[config.mk]
export PLATFORM = sky130hd
export DESIGN_NAME = ccd_cell
export DESIGN_NICKNAME = d
export VERILOG_FILES = /design/src/rtl/core/ccd_pkg.sv /design/src/rtl/core/ccd_cell.sv
export SDC_FILE = /design/constraint.sdc
export NUM_CORES = 1
export LEC_CHECK = 0
export BUFFER_PORTS_ARGS = -buffer_cell sky130_fd_sc_hd__buf_2
export CORE_MARGIN = 2
export CORE_UTILIZATION = 50
export DETAILED_ROUTE_END_ITERATION = 7
export PLACE_DENSITY = 0.82
export SLEW_MARGIN = 10
export SYNTH_ARGS = -nofsm -noshare
export SYNTH_HDL_FRONTEND = slang
export SYNTH_SLANG_ARGS = --single-unit
[constraint.sdc]
create_clock -name clk -period 5.35 [get_ports clk]
set_input_delay 1.07 -clock clk [delete_from_list [all_inputs] [get_ports clk]]
set_output_delay 1.07 -clock clk [all_outputs]
set_load 0.01 [all_outputs]
[src/rtl/core/ccd_pkg.sv]
package ccd_pkg;

  localparam int GRID_POINTS   = 64;
  localparam int FRACTION_BITS = 16;
  localparam int IDX_W         = $clog2(GRID_POINTS);

  localparam int POS_W    = 32;
  localparam int SCALE_W  = 24;
  localparam int WEIGHT_W = 32;
  localparam int DENS_W   = 48;
  localparam int PROD_W   = POS_W + SCALE_W;
  localparam int SPLIT_W  = WEIGHT_W + FRACTION_BITS;

  localparam int CFG_IDX_W  = 2;
  localparam int CFG_DATA_W = 32;

  localparam int OUT_FIELDS_W = IDX_W + DENS_W;
  localparam int OUT_DATA_W   = ((OUT_FIELDS_W + 7) / 8) * 8;

  localparam logic [CFG_IDX_W-1:0] CFG_CELL_SCALE     = CFG_IDX_W'(0);
  localparam logic [CFG_IDX_W-1:0] CFG_DEPOSIT_WEIGHT = CFG_IDX_W'(1);

  localparam logic [SCALE_W-1:0]  CELL_SCALE_RST     = SCALE_W'(65536);
  localparam logic [WEIGHT_W-1:0] DEPOSIT_WEIGHT_RST = WEIGHT_W'(65536);

  typedef logic [IDX_W-1:0]  idx_t;
  typedef logic [DENS_W-1:0] dens_t;

  // one deposit, broadcast to every cell
  typedef struct packed {
    logic                vld;
    logic                last;
    idx_t                left_idx;
    idx_t                right_idx;
    logic [WEIGHT_W-1:0] left_amt;
    logic [WEIGHT_W-1:0] right_amt;
  } dep_t;

endpackage

[src/rtl/core/ccd_cell.sv]
module ccd_cell (
  input  logic           clk,
  input  logic           rst_n,
  input  ccd_pkg::idx_t  cell_idx,
  input  ccd_pkg::dep_t  dep,
  input  logic           shift_en,
  input  ccd_pkg::dens_t shift_in,
  output ccd_pkg::dens_t dens
);
  import ccd_pkg::*;

  dens_t               dens_r, dens_nxt;
  logic [WEIGHT_W-1:0] amt;
  logic [DENS_W:0]     sum;

  always_comb begin
    amt = '0;
    if (dep.left_idx == cell_idx) begin
      amt = dep.left_amt;
    end else if (dep.right_idx == cell_idx) begin
      amt = dep.right_amt;
    end
    sum = {1'b0, dens_r} + (DENS_W + 1)'(amt);
    dens_nxt = dens_r;
    if (shift_en) begin
      dens_nxt = shift_in;
    end else if (dep.vld) begin
      dens_nxt = sum[DENS_W] ? {DENS_W{1'b1}} : sum[DENS_W-1:0];
    end
  end

  always_ff @(posedge clk) begin
    if (!rst_n) begin
      dens_r <= '0;
    end else begin
      dens_r <= dens_nxt;
    end
  end

  assign dens = dens_r;

endmodule

Yosys cells after proc, flatten, opt, wreduce, memory -nomap -nowiden. Index checks and enable logic that the tools add are counted.

Flip-flop bits (word level): 48. Bits of input ports: 135. Output and inout port bits: 48. Logic and storage cells: 10.

$add $sub $neg: 1. Eq/ne operators: 2. Multiplexer cells: 5. Reductions and logical operators: 1.

Operators by type and width (count): 2-to-1 mux 48 bit (3); 2-to-1 mux 32 bit (2); adder 48 x 32 -> 49 bit (1); equality test 6 bit (2); nonzero test 2 bit (1).

Longest topological paths before layout.
Depth after elaboration: 7. Depth in mapped cells: 19. Depth with buffers taken out: 17.

Worst setup path after synthesis. OpenSTA, ideal clock, no wires.

Kind: in2reg. Start point: input cell_idx[5]. End point: register dens_r[42], in the netlist dens[42]. Library setup time: 0.115 ns. Data arrival time: 4.587 ns. Data required time: 5.235 ns. Path slack: 0.648 ns. Cell stages on the path: 18. Path buffers: 1. Cells stage by stage: xnor2_1 > nand4_1 > nor3_1 > nor4_1 > clkbuf_1 > a22o_1 > ha_1 > inv_1 > fa_1 > nand2b_1 > a21oi_1 > o21ai_1 > a211o_1 > a311oi_2 > o21ai_2 > nor2b_4 > nor2_1 > o21a_1.

Longest elaborated chain between the ends: 7. Elaborated cells between the ends (all ways): 8. Those cells by class: add/sub (1); eq/ne (2); mux (5).

RTL lines: start, declared (RTL line ccd_cell.sv:4) `input ccd_pkg::idx_t cell_idx,`; equality test 6 bit (RTL line ccd_cell.sv:20) `end else if (dep.right_idx == cell_idx) begin`; 2-to-1 mux 32 bit (RTL line ccd_cell.sv:20); 2-to-1 mux 32 bit (*) (RTL line ccd_cell.sv:18) `if (dep.left_idx == cell_idx) begin`; adder 48 x 32 -> 49 bit (*) (RTL line ccd_cell.sv:23) `sum = {1'b0, dens_r} + (DENS_W + 1)'(amt);`; 2-to-1 mux 48 bit (*) (RTL line ccd_cell.sv:28) `dens_nxt = sum[DENS_W] ? {DENS_W{1'b1}} : sum[DENS_W-1:0];`; 2-to-1 mux 48 bit (*) (RTL line ccd_cell.sv:27) `end else if (dep.vld) begin`; 2-to-1 mux 48 bit (*) (RTL line ccd_cell.sv:25) `if (shift_en) begin`; end signal, assigned (RTL line ccd_cell.sv:36) `dens_r <= dens_nxt;`; end, declared (RTL line ccd_cell.sv:12) `dens_t dens_r, dens_nxt;`.

Mark *: on every way between the ends. The rest lies on a longest branch, timed or not. The select of a mux whose other input is x is not followed. A chain may end at the register's enable or synchronous reset.

Worst setup path in the final report.
Start point: input cell_idx[1]. End point: register dens_r[9], in the netlist dens[9].

The elaborated chain is that of the path after synthesis.

==> impl_metrics.tcl <==
set metrics [dict create \
    synth.cell_area_sq_um 4592 \
    cts_inserted_buffers 5 \
    startpoint_type "input pin" \
    cts_setup_buffers 0 \
    syn_to_final_growth_pct 24.09 \
    track_usage_pct 29.93 \
    power_density_nw_per_um2 176.2 \
    hold_buffers 0 \
    cp.arrival_ps 5230 \
    setup_ws_ps 350.6 \
    clock-root-buffer "clkbuf_8" \
    totalWireLength_mm 15.12 \
    worstSetupEndpointType "register" \
    wl_met2_mm 7.289 \
    max_cap_violations 0 \
    rsz0062_at_grt "false" \
    die_x_um 99.83 \
    r2r-start "dens[20]$_SDFFE_PN0P_" \
    maxSlewHeadroom_pct 30.73 \
    ys_seq_area_share_pct 20.93 \
    io_buffers 181 \
    dp_hpwl_mm 11.43 \
    layout_common_cells "181 x buf_2, 48 x dfxtp_1, 42 x nand2_1, 41 x o21ai_0, 38 x a21oi_1" \
    slew_viol_final 0 \
    drive_gt1_share_pct 29.33 \
    synthTopCellsByArea "dfxtp_1 21%, ha_1 9.3%, a22o_1 6.1%" \
    vdd_drop_max_mv 0.1063 \
    synthCells 588 \
    avgRoutedWirePerCell_um 17.63 \
    core-area_sq_um 8806 \
    cts-resized-gates 0 \
    final-setup-viol-count 0 \
    synth_flop_cell "dfxtp_1" \
    vias 5383 \
    timing.fmax_ghz 0.2000 \
    clkTransAtPathRegs_ps 100 \
    drt-initial-drc-count 392 \
    firstDrtPassIters 5 \
    min_period_ps 4999 \
    fin_area_sq_um 5698 \
    place_ws_ps -76.07 \
    clockBufferDepth 2 \
    status "finished clean" \
    htree_levels 2 \
    power_uw 1004 \
    drt-met1-wl_mm 6.424 \
    hold_viol_final 0 \
    highest_layer "met4" \
    r2r_slack_ps 2000 \
    drc 0 \
    antenna_found_initial 0 \
    final_core_util_pct 64.71 \
    ys_seq_elements 48 \
    fp.dieH_um 99.83 \
    synth_edf_count 0 \
    synthArstFlopShare_pct 0 \
    antenna_cells 0 \
    nNetsFinal 919 \
    yosys_warnings 0 \
    wl_met3_mm 1.080 \
    cts_sinks 48 \
    overflow 0 \
    avgSynthCellArea_sq_um 7.809 \
    ios 183 \
    hp-class "reg2reg" \
    place_area_sq_um 5574 \
    avgViaCountPerCell 6.274 \
    p_leak_uw 0.002639 \
    largest_register_ffs 48 \
    cts_tree "yes" \
    synth_area_leader_cell "dfxtp_1" \
    layout_commonest_cell "buf_2" \
    yosysUniqueCellTypes 65 \
    finalWeightedCongestion 0.9195 \
    ant_nets 0 \
    syn_nets 758 \
    hp-start "dens[38]$_SDFFE_PN0P_" \
    die_area_sq_um 9966 \
    period_share_pct 93.45 \
    cp.required_ps 5580 \
    crit_type "in2reg" \
    crit_fanout 32 \
    initial_core_util_pct 52.15 \
    synth_top_area_share_pct 20.93 \
    grt_pass1_vias 5189 \
    grt_max_degree 50 \
    rows 34 \
    cp-startpoint "cell_idx[1]" \
    tightest_slew_ps 1038 \
    clkLatencyLatePin_ps 310 \
    finClkSkew_ps 12.46 \
    grt_pass1_wl_mm 24.63 \
    tns_ps 0 \
]
==> synth_stat cells, types with 3 or more instances <==
library cell  instances
dfxtp_1              48
nand2_1              42
o21ai_0              41
a21oi_1              38
ha_1                 34
a22o_1               32
nor2_1               32
nor3_1               31
a211oi_1             27
clkbuf_1             26
xnor2_1              24
xor2_1               18
inv_1                17
nand3_1              15
a21o_1               13
nand4_1              12
o221ai_1             10
o211ai_1              9
o31ai_1               9
a31oi_1               8
nand2b_1              7
a21boi_1              6
buf_2                 6
nor2b_1               6
and3_1                5
mux2i_1               5
o21bai_1              5
a211o_1               4
o21ai_1               4
a211oi_2              3
a311oi_1              3
buf_4                 3
o21a_1                3
or3_1                 3
==> stage by stage <==
step / hold slack [ps] / std cells
after CTS: 535.2 / 858
after global placement: 496.7 / 850
after detailed placement: 511.9 / 850
final: 538.7 / 858
after floorplan: 504.8 / 588
after global routing: 566.3 / 858
==> cells by family after synthesis <==
group,after synthesis,share of synthesized area (%)
compound gates,235,37.06
simple gates,171,18.56
buf+inv,52,4.659
flops,48,20.93
xor+xnor,42,8.011
fa+ha+maj,35,9.700
mux,5,1.090
==> worst paths after layout <==
path | end | cells past startpoint
worst max-delay path | dens[9]$_SDFFE_PN0P_ | 18
worst min-delay path | dens[38]$_SDFFE_PN0P_ | 1
worst max register to register | dens[45]$_SDFFE_PN0P_ | 10
worst min register to register | dens[38]$_SDFFE_PN0P_ | 1
==> layer usage <==
metal	up-vias	global-route usage [%]
met3	30	3.830
met1	2511	38.32
met5	-	0
met4	0	8.535
met2	280	52.81
li1	2562	-
==> power breakdown <==
| group | switching, uW | total [uW] | internal [uW] |
|---|---|---|---|
| Clock | 141 | 282 | 141 |
| Combinational | 170 | 306 | 136 |
| Sequential | 30.2 | 416 | 386 |
| Total | 341 | 1000 | 663 |
==> critical path, cell delays in order <==
cell and delay [ps]:
buf_2 120, xnor2_1 140, nand4_1 150, nor3_2 210
buf_4 400, a22o_1 250, ha_1 230, inv_1 70
fa_1 390, nand2b_1 180, a21oi_1 210, o21ai_1 180
a211o_1 370, a31oi_4 310, a21oi_4 160, nand2_1 360
o221ai_1 200, a21boi_1 220
==> layout make-up <==
class,count,area (sq um)
tap,108,135.1
timing repair buffer,189,978.4
clock buffer,5,68.82
inverter,17,63.81
multi-input combinational,488,3443
clock inverter,3,47.55
fill,799,3108
sequential,48,960.9
No activity file was read; power rests on OpenSTA's default activity.
