[config.mk]
export PLATFORM = sky130hd
export DESIGN_NAME = ccd_scale
export DESIGN_NICKNAME = d
export VERILOG_FILES = /design/src/rtl/core/ccd_pkg.sv /design/src/rtl/core/ccd_scale.sv
export SDC_FILE = /design/constraint.sdc
export NUM_CORES = 2
export LEC_CHECK = 0
export BUFFER_PORTS_ARGS = -buffer_cell sky130_fd_sc_hd__clkbuf_2
export CAP_MARGIN = 20
export CORE_UTILIZATION = 60
export DETAILED_ROUTE_END_ITERATION = 12
export GPL_TIMING_DRIVEN = 1
export HOLD_SLACK_MARGIN = 0.1
export PLACE_DENSITY = 0.79
export SLEW_MARGIN = 20
export SYNTH_ARGS = -nofsm -noshare
export SYNTH_HDL_FRONTEND = slang
export SYNTH_SLANG_ARGS = --single-unit
export TNS_END_PERCENT = 50
[constraint.sdc]
create_clock -name clk -period 14.4 [get_ports clk]
set_input_delay 0.72 -clock clk [delete_from_list [all_inputs] [get_ports clk]]
set_output_delay 0.72 -clock clk [all_outputs]
set_load 0.01 [all_outputs]
[src/rtl/core/ccd_pkg.sv]
package ccd_pkg;

  localparam int GRID_POINTS   = 64;
  localparam int FRACTION_BITS = 16;
  localparam int IDX_W         = $clog2(GRID_POINTS);

  localparam int POS_W    = 32;
  localparam int SCALE_W  = 24;
  localparam int WEIGHT_W = 32;
  localparam int DENS_W   = 48;
  localparam int PROD_W   = POS_W + SCALE_W;
  localparam int SPLIT_W  = WEIGHT_W + FRACTION_BITS;

  localparam int CFG_IDX_W  = 2;
  localparam int CFG_DATA_W = 32;

  localparam int OUT_FIELDS_W = IDX_W + DENS_W;
  localparam int OUT_DATA_W   = ((OUT_FIELDS_W + 7) / 8) * 8;

  localparam logic [CFG_IDX_W-1:0] CFG_CELL_SCALE     = CFG_IDX_W'(0);
  localparam logic [CFG_IDX_W-1:0] CFG_DEPOSIT_WEIGHT = CFG_IDX_W'(1);

  localparam logic [SCALE_W-1:0]  CELL_SCALE_RST     = SCALE_W'(65536);
  localparam logic [WEIGHT_W-1:0] DEPOSIT_WEIGHT_RST = WEIGHT_W'(65536);

  typedef logic [IDX_W-1:0]  idx_t;
  typedef logic [DENS_W-1:0] dens_t;

  // one deposit, broadcast to every cell
  typedef struct packed {
    logic                vld;
    logic                last;
    idx_t                left_idx;
    idx_t                right_idx;
    logic [WEIGHT_W-1:0] left_amt;
    logic [WEIGHT_W-1:0] right_amt;
  } dep_t;

endpackage

[src/rtl/core/ccd_scale.sv]
module ccd_scale (
  input  logic                          clk,
  input  logic                          rst_n,
  input  logic                          in_vld,
  input  logic [ccd_pkg::POS_W-1:0]     in_pos,
  input  logic                          in_last,
  input  logic [ccd_pkg::SCALE_W-1:0]   cell_scale,
  input  logic [ccd_pkg::WEIGHT_W-1:0]  deposit_weight,
  output ccd_pkg::dep_t                 dep
);
  import ccd_pkg::*;

  // stage a: position times scale
  logic              vld_a_r, last_a_r;
  logic [PROD_W-1:0] prod_a_r;
  // stage b: weight split by fraction
  logic                vld_b_r, last_b_r;
  idx_t                idx_b_r;
  logic [WEIGHT_W-1:0] right_b_r;
  // stage c: deposit register
  dep_t dep_r;

  logic [PROD_W:0]         prod_full;
  logic [FRACTION_BITS-1:0] frac;
  logic [SPLIT_W-1:0]       split;

  assign prod_full = $signed(in_pos) * $signed({1'b0, cell_scale});
  assign frac      = prod_a_r[POS_W-1 -: FRACTION_BITS];
  assign split     = deposit_weight * frac;

  always_ff @(posedge clk) begin
    if (!rst_n) begin
      vld_a_r   <= 1'b0;
      vld_b_r   <= 1'b0;
      dep_r.vld <= 1'b0;
    end else begin
      vld_a_r   <= in_vld;
      vld_b_r   <= vld_a_r;
      dep_r.vld <= vld_b_r;
    end
    prod_a_r        <= prod_full[PROD_W-1:0];
    last_a_r        <= in_last;
    idx_b_r         <= prod_a_r[POS_W +: IDX_W];
    right_b_r       <= split[FRACTION_BITS +: WEIGHT_W];
    last_b_r        <= last_a_r;
    dep_r.last      <= last_b_r;
    dep_r.left_idx  <= idx_b_r;
    dep_r.right_idx <= idx_b_r + IDX_W'(1);
    dep_r.left_amt  <= deposit_weight - right_b_r;
    dep_r.right_amt <= right_b_r;
  end

  assign dep = dep_r;

endmodule

# ---- Yosys cells after proc, flatten, opt, wreduce, memory -nomap -nowiden
# Index checks and enable logic that the tools add are counted.
dict set report op_classes {
  multipliers 2
  n_addsub 2
}
# op count
set op_table {}
lappend op_table {{$mul 32x16->48} 1}
lappend op_table {{$mul 32x25->38} 1}
lappend op_table {{$sub 32x32->32} 1}
lappend op_table {{$add 6x1->6 const B} 1}
dict set report word_totals {
  elab_cells 17
  output_inout_bits 78
  reg_bits 158
  inputBits 92
}

# ---- Depth between registers and ports, before layout
dict set report depth {
  word_depth 1
  ltp_mapped 27
}

# ---- Least setup slack after synthesis
# Ideal clock, no wire load.
dict set report synth_path {
  kind {input-to-reg}
  start {input port cell_scale[9] (netlist bit)}
  end {register prod_a_r[37]}
  t_arrival_ns 6.712
  path_buffers 2
  path_slack_ns 7.568
  t_required_ns 14.280
  path_stages 25
  path_cell_list {clkbuf_1 clkbuf_1 and2_1 fa_1 fa_1 inv_1 fa_1 fa_1 fa_1 inv_1 fa_1 inv_1 fa_1 inv_1 ha_1 a21o_1 a21oi_1 o21ai_0 a211oi_2 nor4_1 nand4bb_1 and2_1 a211o_1 a21oi_1 xnor2_1}
}
dict set report synth_between {
  elab_chain_cells 1
}
# element line_no
set synth_lines {}
lappend synth_lines {{start, declared} ccd_scale.sv:7} ;# input logic [ccd_pkg::SCALE_W-1:0] cell_scale,
lappend synth_lines {{$mul 32x25->38} ccd_scale.sv:27} ;# assign prod_full = $signed(in_pos) * $signed({1'b0, cell_scale});
lappend synth_lines {{via prod_full[37]} ccd_scale.sv:23} ;# logic [PROD_W:0] prod_full;
lappend synth_lines {{end signal, assigned} ccd_scale.sv:41} ;# prod_a_r <= prod_full[PROD_W-1:0];
lappend synth_lines {{end, declared} ccd_scale.sv:15} ;# logic [PROD_W-1:0] prod_a_r;
# The timed path passes the listed nets, and every way through them passes these cells.
# A chain may end at the register's enable or synchronous reset.

# ---- Final worst setup path
dict set report layout_path {
  start {input port cell_scale[5] (netlist bit)}
  end {register prod_a_r[32]}
}
# The elaborated chain is that of the path after synthesis.

==> qor.csv <==
metric,value,unit
Least-Margin Pin Slew,0.985,ns
Sink Count,142,
post-route ant nets,0,
CTS Buffer Depth,2,
Root Driver,clkbuf_16,
Final WS setup,6.94,ns
GPL Wtd Cong,0.893,
critical path launch point type,primary input,
post-synth cell types,61,
Post-CTS Setup Bufs,0,
WL per Instance,18.0,um
Initial Util,60.9,%
H-Tree Level Count,4,
WL final,92000,um
critical path class,primary input to register,
die area,0.0652,mm2
cells on worst reg2reg path,23,
total grt overflow,0,
initial antenna violation count,1,
hold depth,1,
"flops & latches, synth",142,
Synth Flop Type,dfxtp_1,
area of the mapped netlist,0.0385,mm2
first-pass detailed-route iteration total,6,
CTS Buf Count,17,
I/O pins,170,
core footprint,0.0632,mm2
Total Routing Usage GR,30.2,%
RSZ-0062 raised after global routing,false,
CTS Hold Buffers Added,0,
fraction of registers with async set/reset,0,%
Avg Inst Size Synth,9.10,um2
vias in the first global route,30400,
"Clk pin slew, worst setup/hold paths",0.07,ns
number of synthesized flops with an enable pin,0,
CP required,14.77,ns
Max Freq,134,MHz
Worst Skew,0.0360,ns
normalized max-slew margin,34.3,%
CP max stage cell,nor4_1,
die height,255,um
initial detailed-routing violation count,1811,
Die Width,255,um
Via Count,27600,
largest net degree at the start of global routing,34,
Placement Setup Slack,6.46,ns
HP Class,primary input to register,
share of layout cells above drive strength 1,5.37,%
Syn Inst Count,4232,
critical path peak fanout,33,
"Seq/Total Area, Yosys",7.38,%
PortBufs,169,
maxcap violations,0,
setup TNS,0,ns
Pins Over Slew Limit,0,
post-layout min period,7.46,ns
Placement Rows,92,
Worst Path Arrival,7.83,ns
fin crit share,51.8,%
status,"finished, final reports clean",
Worst-Skew Late Latency,0.50,ns
critical-path cell list,clkbuf_2 -> nand2_1 -> fa_1 -> fa_1 -> fa_1 -> fa_1 -> fa_1 -> inv_1 -> fa_1 -> inv_1 -> fa_1 -> inv_1 -> ha_1 -> nand3_1 -> o21ai_0 -> a211oi_2 -> nor4_1 -> nand4bb_1 -> a31oi_1 -> o21bai_1 -> a21oi_1 -> xnor2_1,
TritonCTS clock tree,yes,
number of vias per cell,5.41,
kind of end point of the critical path,register,
nets,5539,
Fin. Hold Viols,0,
CP peak stage delay,0.66,ns
final setup fails,0,
post-cts resize count,0,
post-DP HPWL,70900,um
Min Hold Slack,0.329,ns
CP most frequent cell,fa_1,
first-pass GRT wire length,154000,um
Area Growth Syn to Fin,4.94,%
synthesized net count,5521,
Remaining DRCs,0,
Synthesis Warnings,0,
path summary, 6_finish.rpt:
kind	startpoint	end	slack, ns
worst max-delay path	cell_scale[5]	prod_a_r[32]	6.94
worst min-delay path	in_last	last_a_r	0.33
worst max register to register	prod_a_r[21]	right_b_r[30]	7.03
worst min register to register	prod_a_r[35]	idx_b_r[3]	0.33
critical path, delay by kind of cell:
| kind | cells | cell delay, ns |
|---|---|---|
| fa+ha+maj | 8 | 3.85 |
| buf+inv | 4 | 0.75 |
| simple gates | 4 | 1.33 |
| compound gates | 5 | 1.03 |
| xor+xnor | 1 | 0.13 |
per-stage QoR:
stage               util, %  instances  area [um2]
floorplan                 -       4232       38500
global placement       63.0       5077       39800
detailed placement     63.0       5077       39800
CTS                    64.0       5109       40400
global route           64.0       5110       40400
finish                 64.0       5110       40400
Yosys cell counts (all sizes together) (16+ instances only):
| master | instances | area, um2 |
|---|---|---|
| and2 | 551 | 3450 |
| clkbuf | 185 | 694 |
| fa | 934 | 18700 |
| a21o | 50 | 375 |
| ha | 263 | 3290 |
| nand3 | 18 | 90.1 |
| nor2 | 35 | 131 |
| xor2 | 32 | 280 |
| o21a | 16 | 120 |
| dfxtp | 142 | 2840 |
| o21ai | 32 | 160 |
| a21oi | 56 | 284 |
| nand2 | 617 | 2320 |
| inv | 1099 | 4130 |
| xnor2 | 93 | 815 |
flip-flops by register name, indices dropped and copies added, names as in the netlist:
register and flops:
dep 78, right_b_r 32, prod_a_r 22, idx_b_r 6, last_a_r 1, last_b_r 1, vld_a_r 1, vld_b_r 1
logic make-up after synthesis:
| family | count (synthesis) | synth area share (%) |
|---|---|---|
| compound gates | 206 | 3.65 |
| xor+xnor | 125 | 2.84 |
| fa+ha+maj | 1197 | 57.1 |
| buf+inv | 1285 | 12.5 |
| flops | 142 | 7.38 |
| simple gates | 1277 | 16.5 |
cell type report:
type | count | area, um2
repair buffers | 185 | 966
multi-input cells | 2805 | 30900
clock buffers | 18 | 429
inverters | 1099 | 4130
well taps | 846 | 1060
fillers | 4996 | 22800
clock inverters | 14 | 145
flip-flops and latches | 142 | 2840
diodes | 1 | 2.50
placed cells by master, fill, tap and decap left out, types with 30 or more instances in the layout:
master,n
a21o_1,50
a21oi_1,55
and2_1,550
clkbuf_2,169
dfxtp_1,142
fa_1,934
ha_1,263
inv_1,1099
nand2_1,617
nor2_1,35
o21ai_0,30
xnor2_1,93
xor2_1,32
routing by layer:
layer  vias up  global-route usage (%)  part of all wire (%)  routed length, um
met5         -                       0                     0                  0
met4         0                    12.5                   4.3               3930
met3       250                    6.64                   9.2               8460
met2      1295                    50.6                    48              44600
met1     14000                    37.8                    38              35000
li1      12100                       -                     -                  -
Power is left out: the tool's default activity adds up to more than one toggle a clock period on the data nets, which glitch-free logic cannot reach.
